--- src/rtl/oam_pkg.sv ---
`default_nettype none

package oam_pkg;

    localparam int TIME_BITS_DEFAULT = 32;
    localparam int SPEED_W = 12;
    localparam int MS_W = 16;
    localparam int NOW_W = 32;
    localparam int EVENT_W = 16;
    localparam int CFG_IDX_W = 3;
    localparam int CFG_DATA_W = 16;

    localparam logic [CFG_IDX_W-1:0] CFG_SPEED_LIMIT = 3'd0;
    localparam logic [CFG_IDX_W-1:0] CFG_CAUTION_MARGIN = 3'd1;
    localparam logic [CFG_IDX_W-1:0] CFG_CAUTION_HYST = 3'd2;
    localparam logic [CFG_IDX_W-1:0] CFG_EXCESS_HYST = 3'd3;
    localparam logic [CFG_IDX_W-1:0] CFG_CONFIRM_ENTER = 3'd4;
    localparam logic [CFG_IDX_W-1:0] CFG_CONFIRM_LEAVE = 3'd5;
    localparam logic [CFG_IDX_W-1:0] CFG_CAUTION_INTERVAL = 3'd6;

    localparam logic [SPEED_W-1:0] RST_SPEED_LIMIT = 12'd300;
    localparam logic [SPEED_W-1:0] RST_CAUTION_MARGIN = 12'd30;
    localparam logic [SPEED_W-1:0] RST_CAUTION_HYST = 12'd20;
    localparam logic [SPEED_W-1:0] RST_EXCESS_HYST = 12'd20;
    localparam logic [MS_W-1:0] RST_CONFIRM_ENTER = 16'd1000;
    localparam logic [MS_W-1:0] RST_CONFIRM_LEAVE = 16'd1500;
    localparam logic [MS_W-1:0] RST_CAUTION_INTERVAL = 16'd2500;

    localparam int EXCESS_BEEP_GAP_MS = 180;
    localparam int EXCESS_PAUSE_MS = 600;

    typedef enum logic [1:0] {
        LVL_NORMAL,
        LVL_CAUTION,
        LVL_EXCESS
    } level_t;

    typedef enum logic [2:0] {
        PK_NONE,
        PK_CAUTION,
        PK_EXCESS,
        PK_NORMAL,
        PK_LEAVE
    } pend_t;

    localparam logic [2:0] GPS_OK = 3'd0;
    localparam logic [2:0] GPS_NO_FRAMES = 3'd1;
    localparam logic [2:0] GPS_NO_RMC = 3'd2;
    localparam logic [2:0] GPS_NO_FIX = 3'd3;
    localparam logic [2:0] GPS_STALE = 3'd4;

    localparam logic [2:0] BEEP_NONE = 3'd0;
    localparam logic [2:0] BEEP_CAUTION = 3'd1;
    localparam logic [2:0] BEEP_EXCESS = 3'd2;
    localparam logic [2:0] BEEP_EVENT = 3'd3;
    localparam logic [2:0] BEEP_CLEAR = 3'd4;

    typedef struct packed {
        logic [SPEED_W-1:0] speed;
        logic               frames_seen;
        logic               rmc_seen;
        logic               fix_valid;
        logic               data_fresh;
        logic [NOW_W-1:0]   now_ms;
        logic               clear_count;
    } oam_item_t;

    typedef struct packed {
        logic [1:0]         speed_level;
        logic [2:0]         gps_status;
        logic [EVENT_W-1:0] event_count;
        logic               new_event;
        logic [2:0]         beep;
        logic               silence;
    } oam_res_t;

    typedef struct packed {
        logic [SPEED_W-1:0] limit;
        logic [SPEED_W-1:0] c_in;
        logic [SPEED_W-1:0] c_out;
        logic [SPEED_W-1:0] x_out;
        logic [MS_W-1:0]    enter_ms;
        logic [MS_W-1:0]    leave_ms;
        logic [MS_W-1:0]    interval_ms;
    } oam_thr_t;

endpackage

`default_nettype wire

--- src/rtl/oam_sample_if.sv ---
`default_nettype none

interface oam_sample_if;
    logic        valid;
    logic        ready;
    logic [11:0] speed;
    logic        frames_seen;
    logic        rmc_seen;
    logic        fix_valid;
    logic        data_fresh;
    logic [31:0] now_ms;
    logic        clear_count;

    modport source (
        output valid, speed, frames_seen, rmc_seen, fix_valid, data_fresh, now_ms,
               clear_count,
        input  ready
    );

    modport sink (
        input  valid, speed, frames_seen, rmc_seen, fix_valid, data_fresh, now_ms,
               clear_count,
        output ready
    );
endinterface

`default_nettype wire

--- src/rtl/oam_result_if.sv ---
`default_nettype none

interface oam_result_if;
    logic        valid;
    logic        ready;
    logic [1:0]  speed_level;
    logic [2:0]  gps_status;
    logic [15:0] event_count;
    logic        new_event;
    logic [2:0]  beep;
    logic        silence;

    modport source (
        output valid, speed_level, gps_status, event_count, new_event, beep, silence,
        input  ready
    );

    modport sink (
        input  valid, speed_level, gps_status, event_count, new_event, beep, silence,
        output ready
    );
endinterface

`default_nettype wire

--- src/rtl/oam_cfg.sv ---
`default_nettype none

module oam_cfg (
    input  wire                                  clk,
    input  wire                                  rst_n,
    input  wire                                  cfg_we,
    input  wire  [oam_pkg::CFG_IDX_W-1:0]        cfg_index,
    input  wire  [oam_pkg::CFG_DATA_W-1:0]       cfg_data,
    output oam_pkg::oam_thr_t                    thr
);
    import oam_pkg::*;

    logic [SPEED_W-1:0] limit_reg;
    logic [SPEED_W-1:0] margin_reg;
    logic [SPEED_W-1:0] c_hyst_reg;
    logic [SPEED_W-1:0] x_hyst_reg;
    logic [MS_W-1:0]    enter_reg;
    logic [MS_W-1:0]    leave_reg;
    logic [MS_W-1:0]    interval_reg;
    logic [SPEED_W-1:0] data12;
    logic [SPEED_W-1:0] c_in;

    assign data12 = cfg_data[SPEED_W-1:0];

    always_ff @(posedge clk or negedge rst_n)
    begin
        if (!rst_n)
        begin
            limit_reg    <= RST_SPEED_LIMIT;
            margin_reg   <= RST_CAUTION_MARGIN;
            c_hyst_reg   <= RST_CAUTION_HYST;
            x_hyst_reg   <= RST_EXCESS_HYST;
            enter_reg    <= RST_CONFIRM_ENTER;
            leave_reg    <= RST_CONFIRM_LEAVE;
            interval_reg <= RST_CAUTION_INTERVAL;
        end
        else if (cfg_we)
        begin
            case (cfg_index)
                CFG_SPEED_LIMIT:
                begin
                    // A zero limit is rejected and the old limit stays.
                    if (data12 != '0)
                    begin
                        limit_reg <= data12;
                    end
                end
                CFG_CAUTION_MARGIN:   margin_reg   <= data12;
                CFG_CAUTION_HYST:     c_hyst_reg   <= data12;
                CFG_EXCESS_HYST:      x_hyst_reg   <= data12;
                CFG_CONFIRM_ENTER:    enter_reg    <= cfg_data[MS_W-1:0];
                CFG_CONFIRM_LEAVE:    leave_reg    <= cfg_data[MS_W-1:0];
                CFG_CAUTION_INTERVAL: interval_reg <= cfg_data[MS_W-1:0];
                default:
                begin
                end
            endcase
        end
    end

    assign c_in = (limit_reg > margin_reg) ? limit_reg - margin_reg : '0;

    always_comb
    begin
        thr.limit       = limit_reg;
        thr.c_in        = c_in;
        thr.c_out       = (c_in > c_hyst_reg) ? c_in - c_hyst_reg : '0;
        thr.x_out       = (limit_reg > x_hyst_reg) ? limit_reg - x_hyst_reg : '0;
        thr.enter_ms    = enter_reg;
        thr.leave_ms    = leave_reg;
        thr.interval_ms = interval_reg;
    end

endmodule

`default_nettype wire

--- src/rtl/oam_eval.sv ---
`default_nettype none

module oam_eval #(
    parameter int TIME_BITS = oam_pkg::TIME_BITS_DEFAULT
) (
    input  wire                     clk,
    input  wire                     rst_n,
    input  wire                     go,
    input  wire oam_pkg::oam_item_t item,
    input  wire oam_pkg::oam_thr_t  thr,
    output oam_pkg::oam_res_t       res
);
    import oam_pkg::*;

    localparam logic [TIME_BITS-1:0] GAP_MS = TIME_BITS'(EXCESS_BEEP_GAP_MS);
    localparam logic [TIME_BITS-1:0] PAUSE_MS = TIME_BITS'(EXCESS_PAUSE_MS);

    level_t                level_reg, level_next;
    pend_t                 pend_reg, pend_next;
    logic [TIME_BITS-1:0]  pstart_reg, pstart_next;
    logic [TIME_BITS-1:0]  cl_beep_reg, cl_beep_next;
    logic                  cl_valid_reg, cl_valid_next;
    logic [TIME_BITS-1:0]  xl_beep_reg, xl_beep_next;
    logic [1:0]            xcnt_reg, xcnt_next;
    logic [EVENT_W-1:0]    events_reg, events_next;
    logic                  gok_reg, gok_next;

    logic [TIME_BITS-1:0]  now;
    logic [TIME_BITS-1:0]  el_pend;
    logic [TIME_BITS-1:0]  el_cl;
    logic [TIME_BITS-1:0]  el_xl;
    logic [TIME_BITS-1:0]  need_enter;
    logic [TIME_BITS-1:0]  need_leave;
    logic [TIME_BITS-1:0]  need_interval;
    logic [2:0]            status;
    logic                  caution;

    assign now           = item.now_ms[TIME_BITS-1:0];
    assign el_pend       = now - pstart_reg;
    assign el_cl         = now - cl_beep_reg;
    assign el_xl         = now - xl_beep_reg;
    assign need_enter    = TIME_BITS'(thr.enter_ms);
    assign need_leave    = TIME_BITS'(thr.leave_ms);
    assign need_interval = TIME_BITS'(thr.interval_ms);

    always_comb
    begin
        if (!item.frames_seen)
        begin
            status = GPS_NO_FRAMES;
        end
        else if (!item.rmc_seen)
        begin
            status = GPS_NO_RMC;
        end
        else if (!item.fix_valid)
        begin
            status = GPS_NO_FIX;
        end
        else if (!item.data_fresh)
        begin
            status = GPS_STALE;
        end
        else
        begin
            status = GPS_OK;
        end
    end

    always_comb
    begin
        level_next    = level_reg;
        pend_next     = pend_reg;
        pstart_next   = pstart_reg;
        cl_beep_next  = cl_beep_reg;
        cl_valid_next = cl_valid_reg;
        xl_beep_next  = xl_beep_reg;
        xcnt_next     = xcnt_reg;
        events_next   = events_reg;
        gok_next      = gok_reg;
        res           = '0;
        caution       = 1'b0;

        if (item.clear_count)
        begin
            events_next = '0;
            level_next  = LVL_NORMAL;
            pend_next   = PK_NONE;
            xcnt_next   = '0;
            res.beep    = BEEP_CLEAR;
        end

        if (status != GPS_OK)
        begin
            if (gok_reg)
            begin
                res.silence   = 1'b1;
                cl_beep_next  = '0;
                cl_valid_next = 1'b0;
                xl_beep_next  = '0;
                xcnt_next     = '0;
            end
            gok_next  = 1'b0;
            pend_next = PK_NONE;
        end
        else
        begin
            gok_next = 1'b1;
            if (level_next == LVL_EXCESS)
            begin
                if (item.speed < thr.x_out)
                begin
                    if (pend_next != PK_LEAVE)
                    begin
                        pend_next   = PK_LEAVE;
                        pstart_next = now;
                    end
                    else if (el_pend >= need_leave)
                    begin
                        level_next    = (item.speed < thr.c_out) ? LVL_NORMAL : LVL_CAUTION;
                        pend_next     = PK_NONE;
                        cl_beep_next  = '0;
                        cl_valid_next = 1'b0;
                        xl_beep_next  = '0;
                        xcnt_next     = '0;
                        res.silence   = 1'b1;
                    end
                end
                else
                begin
                    pend_next = PK_NONE;
                end
                if (level_next == LVL_EXCESS)
                begin
                    if (xcnt_next < 2'd2)
                    begin
                        if (el_xl > GAP_MS)
                        begin
                            res.beep     = BEEP_EXCESS;
                            xcnt_next    = xcnt_next + 2'd1;
                            xl_beep_next = now;
                        end
                    end
                    else if (el_xl > PAUSE_MS)
                    begin
                        xcnt_next    = '0;
                        xl_beep_next = now;
                    end
                end
            end
            else
            begin
                caution = (level_next == LVL_CAUTION);
                if (item.speed > thr.limit)
                begin
                    if (pend_next != PK_EXCESS)
                    begin
                        pend_next   = PK_EXCESS;
                        pstart_next = now;
                    end
                    else if (el_pend >= need_enter)
                    begin
                        level_next    = LVL_EXCESS;
                        pend_next     = PK_NONE;
                        cl_beep_next  = '0;
                        cl_valid_next = 1'b0;
                        xl_beep_next  = '0;
                        xcnt_next     = '0;
                        events_next   = events_next + 1'b1;
                        res.new_event = 1'b1;
                        res.beep      = BEEP_EVENT;
                    end
                end
                else if (!caution && item.speed >= thr.c_in)
                begin
                    if (pend_next != PK_CAUTION)
                    begin
                        pend_next   = PK_CAUTION;
                        pstart_next = now;
                    end
                    else if (el_pend >= need_enter)
                    begin
                        level_next    = LVL_CAUTION;
                        pend_next     = PK_NONE;
                        cl_beep_next  = '0;
                        cl_valid_next = 1'b0;
                        xl_beep_next  = '0;
                        xcnt_next     = '0;
                    end
                end
                else if (caution && item.speed < thr.c_out)
                begin
                    if (pend_next != PK_NORMAL)
                    begin
                        pend_next   = PK_NORMAL;
                        pstart_next = now;
                    end
                    else if (el_pend >= need_leave)
                    begin
                        level_next    = LVL_NORMAL;
                        pend_next     = PK_NONE;
                        cl_beep_next  = '0;
                        cl_valid_next = 1'b0;
                        xl_beep_next  = '0;
                        xcnt_next     = '0;
                        res.silence   = 1'b1;
                    end
                end
                else
                begin
                    pend_next = PK_NONE;
                end
                if (caution && level_next == LVL_CAUTION)
                begin
                    if (!cl_valid_reg || el_cl >= need_interval)
                    begin
                        res.beep      = BEEP_CAUTION;
                        cl_beep_next  = now;
                        cl_valid_next = 1'b1;
                    end
                end
            end
        end

        res.speed_level = level_next;
        res.gps_status  = status;
        res.event_count = events_next;
    end

    always_ff @(posedge clk or negedge rst_n)
    begin
        if (!rst_n)
        begin
            level_reg    <= LVL_NORMAL;
            pend_reg     <= PK_NONE;
            pstart_reg   <= '0;
            cl_beep_reg  <= '0;
            cl_valid_reg <= 1'b0;
            xl_beep_reg  <= '0;
            xcnt_reg     <= '0;
            events_reg   <= '0;
            gok_reg      <= 1'b0;
        end
        else if (go)
        begin
            level_reg    <= level_next;
            pend_reg     <= pend_next;
            pstart_reg   <= pstart_next;
            cl_beep_reg  <= cl_beep_next;
            cl_valid_reg <= cl_valid_next;
            xl_beep_reg  <= xl_beep_next;
            xcnt_reg     <= xcnt_next;
            events_reg   <= events_next;
            gok_reg      <= gok_next;
        end
    end

endmodule

`default_nettype wire

--- src/rtl/overspeed_alarm_monitor.sv ---
// Channel   Direction  Handshake      Carries
// sample    in         valid/ready    speed, GPS flags, now_ms, clear_count
// result    out        valid/ready    speed_level, gps_status, event_count, beep, ...
// cfg       in         cfg_we         cfg_index, cfg_data (write only)
//
// Each request is registered on acceptance and evaluated once the output register is free or
// read, when its result is loaded into it. One request is taken every cycle while the result
// is not stalled. The level machine and its timers update in that same evaluation cycle. A
// stalled result holds the output register, and the input register then fills and drops
// ready. Reset restores the default thresholds and clears all alarm state.
`default_nettype none

module overspeed_alarm_monitor #(
    parameter int TIME_BITS = oam_pkg::TIME_BITS_DEFAULT
) (
    input  wire                            clk,
    input  wire                            rst_n,
    oam_sample_if.sink                     sample,
    oam_result_if.source                   result,
    input  wire                            cfg_we,
    input  wire  [oam_pkg::CFG_IDX_W-1:0]  cfg_index,
    input  wire  [oam_pkg::CFG_DATA_W-1:0] cfg_data
);
    import oam_pkg::*;

    oam_item_t item_reg;
    logic      item_valid_reg;
    oam_res_t  res_reg;
    logic      res_valid_reg;
    oam_res_t  res_next;
    oam_thr_t  thr;
    logic      advance;
    logic      take;

    assign advance      = item_valid_reg && (!res_valid_reg || result.ready);
    assign sample.ready = !item_valid_reg || advance;
    assign take         = sample.valid && sample.ready;

    oam_cfg u_cfg (
        .clk       (clk),
        .rst_n     (rst_n),
        .cfg_we    (cfg_we),
        .cfg_index (cfg_index),
        .cfg_data  (cfg_data),
        .thr       (thr)
    );

    oam_eval #(
        .TIME_BITS (TIME_BITS)
    ) u_eval (
        .clk   (clk),
        .rst_n (rst_n),
        .go    (advance),
        .item  (item_reg),
        .thr   (thr),
        .res   (res_next)
    );

    always_ff @(posedge clk or negedge rst_n)
    begin
        if (!rst_n)
        begin
            item_valid_reg <= 1'b0;
            res_valid_reg  <= 1'b0;
        end
        else
        begin
            if (take)
            begin
                item_valid_reg <= 1'b1;
            end
            else if (advance)
            begin
                item_valid_reg <= 1'b0;
            end

            if (advance)
            begin
                res_valid_reg <= 1'b1;
            end
            else if (result.ready)
            begin
                res_valid_reg <= 1'b0;
            end
        end
    end

    always_ff @(posedge clk)
    begin
        if (take)
        begin
            item_reg.speed       <= sample.speed;
            item_reg.frames_seen <= sample.frames_seen;
            item_reg.rmc_seen    <= sample.rmc_seen;
            item_reg.fix_valid   <= sample.fix_valid;
            item_reg.data_fresh  <= sample.data_fresh;
            item_reg.now_ms      <= sample.now_ms;
            item_reg.clear_count <= sample.clear_count;
        end
        if (advance)
        begin
            res_reg <= res_next;
        end
    end

    assign result.valid       = res_valid_reg;
    assign result.speed_level = res_reg.speed_level;
    assign result.gps_status  = res_reg.gps_status;
    assign result.event_count = res_reg.event_count;
    assign result.new_event   = res_reg.new_event;
    assign result.beep        = res_reg.beep;
    assign result.silence     = res_reg.silence;

endmodule

`default_nettype wire
--- src/flat_wrapper.sv ---
// flat-port wrapper written by rule: the top's interface ports become plain ports
module overspeed_alarm_monitor_flat import oam_pkg::*;
#(
    parameter int TIME_BITS = oam_pkg::TIME_BITS_DEFAULT
)
  (clk, rst_n, cfg_we, cfg_index, cfg_data, sample_valid, sample_speed, sample_frames_seen, sample_rmc_seen, sample_fix_valid, sample_data_fresh, sample_now_ms, sample_clear_count, sample_ready, result_valid, result_speed_level, result_gps_status, result_event_count, result_new_event, result_beep, result_silence, result_ready);
  oam_sample_if sample_i ();
  oam_result_if result_i ();
  input  wire clk;
  input  wire rst_n;
  input  wire cfg_we;
  input  wire  [oam_pkg::CFG_IDX_W-1:0] cfg_index;
  input  wire  [oam_pkg::CFG_DATA_W-1:0] cfg_data;
  input wire logic [$bits(sample_i.valid)-1:0] sample_valid;
  input wire logic [$bits(sample_i.speed)-1:0] sample_speed;
  input wire logic [$bits(sample_i.frames_seen)-1:0] sample_frames_seen;
  input wire logic [$bits(sample_i.rmc_seen)-1:0] sample_rmc_seen;
  input wire logic [$bits(sample_i.fix_valid)-1:0] sample_fix_valid;
  input wire logic [$bits(sample_i.data_fresh)-1:0] sample_data_fresh;
  input wire logic [$bits(sample_i.now_ms)-1:0] sample_now_ms;
  input wire logic [$bits(sample_i.clear_count)-1:0] sample_clear_count;
  output wire logic [$bits(sample_i.ready)-1:0] sample_ready;
  output wire logic [$bits(result_i.valid)-1:0] result_valid;
  output wire logic [$bits(result_i.speed_level)-1:0] result_speed_level;
  output wire logic [$bits(result_i.gps_status)-1:0] result_gps_status;
  output wire logic [$bits(result_i.event_count)-1:0] result_event_count;
  output wire logic [$bits(result_i.new_event)-1:0] result_new_event;
  output wire logic [$bits(result_i.beep)-1:0] result_beep;
  output wire logic [$bits(result_i.silence)-1:0] result_silence;
  input wire logic [$bits(result_i.ready)-1:0] result_ready;
  assign sample_i.valid = sample_valid;
  assign sample_i.speed = sample_speed;
  assign sample_i.frames_seen = sample_frames_seen;
  assign sample_i.rmc_seen = sample_rmc_seen;
  assign sample_i.fix_valid = sample_fix_valid;
  assign sample_i.data_fresh = sample_data_fresh;
  assign sample_i.now_ms = sample_now_ms;
  assign sample_i.clear_count = sample_clear_count;
  assign sample_ready = sample_i.ready;
  assign result_valid = result_i.valid;
  assign result_speed_level = result_i.speed_level;
  assign result_gps_status = result_i.gps_status;
  assign result_event_count = result_i.event_count;
  assign result_new_event = result_i.new_event;
  assign result_beep = result_i.beep;
  assign result_silence = result_i.silence;
  assign result_i.ready = result_ready;
  overspeed_alarm_monitor #(.TIME_BITS(TIME_BITS)) u_core (.clk(clk), .rst_n(rst_n), .sample(sample_i), .result(result_i), .cfg_we(cfg_we), .cfg_index(cfg_index), .cfg_data(cfg_data));
endmodule
--- config.mk ---
export PLATFORM = sky130hd
export DESIGN_NAME = overspeed_alarm_monitor_flat
export DESIGN_NICKNAME = d
export VERILOG_FILES = /design/src/rtl/oam_pkg.sv /design/src/rtl/oam_sample_if.sv /design/src/rtl/oam_result_if.sv /design/src/rtl/oam_cfg.sv /design/src/rtl/oam_eval.sv /design/src/rtl/overspeed_alarm_monitor.sv /design/src/flat_wrapper.sv
export SDC_FILE = /design/constraint.sdc
export NUM_CORES = 1
export LEC_CHECK = 0
export ABC_CLOCK_PERIOD_IN_PS = 7420
export BUFFER_PORTS_ARGS = -buffer_cell sky130_fd_sc_hd__buf_2
export CAP_MARGIN = 30
export CORE_ASPECT_RATIO = 0.7
export CORE_MARGIN = 2
export CORE_UTILIZATION = 59
export CTS_CLUSTER_DIAMETER = 100
export CTS_CLUSTER_SIZE = 28
export DETAILED_ROUTE_END_ITERATION = 7
export GPL_TIMING_DRIVEN = 0
export HOLD_SLACK_MARGIN = 0.05
export PLACE_DENSITY = 0.78
export SETUP_SLACK_MARGIN = 0.05
export SYNTH_ARGS = -nofsm -noshare
export SYNTH_HDL_FRONTEND = slang
export SYNTH_HIERARCHICAL = 1
export SYNTH_SLANG_ARGS = --single-unit
--- constraint.sdc ---
create_clock -name clk -period 7.42 [get_ports clk]
set_input_delay 0.371 -clock clk [delete_from_list [all_inputs] [get_ports clk]]
set_output_delay 0.371 -clock clk [all_outputs]
set_load 0.01 [all_outputs]
==> flow_metrics.py <==
metrics = {
    "layout": {
        "num-fill-cells": 3070,
        "diodes": 0,
        "area_delta_synth_final_pct": 9.79,
        "layout-drive-gt1-share": 0.130,
        "layout.nets": 2966,
        "regArea_sq_um": 7770,
        "multi_input_area_sq_um": 13500,
        "largest_reg_flops": 49,
    },
    "setup_path": {
        "worstPathMaxFanout": 10,
        "path_buf_inv": 6,
        "cpMaxStageDelayCell": "dfstp_2",
        "criticalPathCategory": "reg -> reg",
        "end_kind": "flop",
        "max_stage_delay_ns": 0.63,
        "cp.required_ns": 7.82,
        "cp-start-kind": "flop",
        "cp.arrival_ns": 7.35,
        "critPathTopFamily": "compound AO/OA/AOI/OAI gates",
    },
    "cts": {
        "cts_tree": "built",
        "clk_pin_slew_worst_paths_ns": 0.12,
        "clock_latency_ns": 0.53,
        "clockBufferDepth": 3,
        "htreeDepth": 1,
        "root_buffer": "clkbuf_16",
        "cts_buffers": 14,
        "cts_sinks": 294,
    },
    "run": {
        "cap_violations": 0,
    },
    "floorplanning": {
        "die-area_sq_um": 40000,
        "floorplan.rows": 59,
        "die_w_um": 238,
        "core-area_sq_um": 37500,
        "ioPinCount": 101,
        "start_util": 0.603,
        "dieHeight_um": 168,
    },
    "hold_path": {
        "hp-class": "in -> reg",
    },
    "drt": {
        "wl_per_cell_um": 20.4,
        "viasPerCell": 6.29,
        "drcViolationCount": 0,
        "dr.pass1.iters": 7,
        "wl_mm": 64.5,
        "dr_total_vias": 19900,
        "drt_iter0_markers": 2241,
        "antenna_left": 0,
    },
    "yosys": {
        "synth_area_leaders": "dfrtp_1, ha_1, edfxtp_1, mux2_2, inv_1",
        "synth_top_area_frac": 0.209,
        "yosysUniqueCellTypes": 102,
        "yosysMostFrequentCell": "inv_1",
        "synthFlopType": "dfrtp_1",
        "synth-edff-count": 75,
        "yosys.area.top_type": "dfrtp_1",
        "syn-instance-count": 2490,
        "syn_area_sq_um": 22600,
        "ys_seq_area_frac": 0.343,
        "synth.avg_cell_area_sq_um": 9.09,
        "synthTopCellsByCount": "inv_1, ha_1, nand2_1, dfrtp_1, nor2_1",
        "async_flop_share": 0.745,
        "ys_ff_latch": 294,
        "syn-num-nets": 2795,
        "ys_warn_count": 6,
    },
    "sta": {
        "whs_ns": 0.118,
        "final_hold_viol_count": 0,
        "drv_slew": 0,
        "period_minus_slack_ns": 6.95,
        "maxSlewHeadroom": 0.443,
        "worst_slack_ns": 0.471,
        "period_share": 0.936,
        "worst_slew_pin_slew_ns": 0.834,
        "finClkSkew_ns": 0.0306,
        "setup_viol": 0,
        "max_freq_ghz": 0.144,
    },
    "global_routing": {
        "grt_pass1_wl_mm": 101,
        "grtUsageTotal": 0.319,
        "use_met2": 0.460,
        "grt.overflow.total": 0,
        "grt_pass1_vias": 18600,
        "antenna_found_initial": 0,
        "top_usage_layer": "met1",
        "met3_usage": 0.0612,
        "grt_start_max_net_pins": 126,
        "grt_use_met1": 0.502,
    },
    "placement": {
        "place_ws_ns": -0.100,
        "dp_hpwl_mm": 49.6,
        "io_buffer_count": 98,
        "place_congestion": 0.982,
    },
    "power_and_ir_drop": {
        "total_power_mw": 6.89,
        "power.density_nw_per_um2": 277,
        "p_leak_nw": 11.1,
        "ir_drop_uv": 180,
    },
    "run_status": {
        "outcome": "completed",
    },
}
through the flow:
step / util / TNS, ns / std cells / instance area, sq um
floorplan: - / 0 / 2490 / 22600
global placement: 0.633 / -0.469 / 3076 / 23700
detailed placement: 0.635 / -0.779 / 3080 / 23800
CTS: 0.661 / 0 / 3155 / 24800
global route: 0.662 / -0.00898 / 3157 / 24800
finish: 0.662 / 0 / 3157 / 24800
what timing repair did:
item                                    CTS  global route
resized for setup                         2             8
pin swaps                                 0             1
buffers inserted                          0             2
endpoints found under the hold margin   142             0
hold buffers                             51             0
gates cloned                              0             0
endpoints found under the setup margin   29            98
worst paths after layout:
| path | from | to | slack (ns) | depth (start not counted) |
|---|---|---|---|---|
| max in group asynchronous | rst_n | u_core/u_eval/cl_beep_reg[18] | 5.83 | 3 |
| setup reg to reg | u_core/u_cfg/limit_reg[5] | u_core/u_eval/cl_beep_reg[20] | 0.47 | 29 |
| setup / recovery | u_core/u_cfg/limit_reg[5] | u_core/u_eval/cl_beep_reg[20] | 0.47 | 29 |
| hold / removal | result_ready | u_core/result.valid | 0.12 | 3 |
| min in group asynchronous | rst_n | u_core/u_eval/events_reg[13] | 0.45 | 2 |
| hold reg to reg | u_core/u_eval/cl_valid_reg | u_core/u_eval/cl_valid_reg | 0.48 | 1 |
area by class of cell:
cell class | instances | share of cell area
flip-flops and latches | 294 | 0.313
plain buffers | 84 | 0.0171
repair buffers | 155 | 0.0442
well taps | 488 | 0.0246
clock buffers | 21 | 0.0169
multi-input cells | 1842 | 0.542
inverters | 270 | 0.0408
clock inverters | 3 | 0.00161
cells in the final DEF, fill, tap and decap left out, drive strengths merged, types with 27 or more instances in the layout:
master	instances
ha	226
o21ai	130
dfstp	30
nor3	39
a21oi	153
xor2	39
and3	27
nand4	47
dfrtp	189
clkbuf	77
o21a	29
a211oi	34
nor2b	36
buf	130
nor2	187
nand2b	36
nand2	201
nand3	40
mux2	109
xnor2	44
edfxtp	75
dlygate4sd3	51
a22o	38
a21o	73
inv	269
per-layer routing:
metal,part of all wire,wire length [um]
met5,0,0
met1,0.49,31300
met3,0.094,6030
met2,0.41,26200
met4,0.015,943
cell families after synthesis:
kind of cell / Yosys count / synth area share
flip-flops: 294 / 0.343
AO/OA/AOI/OAI: 667 / 0.204
AND/OR/NAND/NOR: 729 / 0.163
XOR/XNOR: 83 / 0.0321
adder cells (fa/ha/maj): 232 / 0.130
multiplexers: 131 / 0.0640
buffers and inverters: 354 / 0.0635
worst reg2reg max path, delay by kind of cell (launching register included):
| family | cells | cell delay [ns] |
|---|---|---|
| compound gates | 12 | 2.81 |
| simple gates | 8 | 1.44 |
| buf+inv | 6 | 1.19 |
| fa+ha+maj | 3 | 0.78 |
| flops | 1 | 0.63 |
report_power, final:
group          internal [mW]  switching [mW]
Combinational           1.54            2.23
Sequential              1.94           0.199
Clock                  0.436           0.539
Total                   3.92            2.97
No activity file was read; power rests on OpenSTA's default activity.
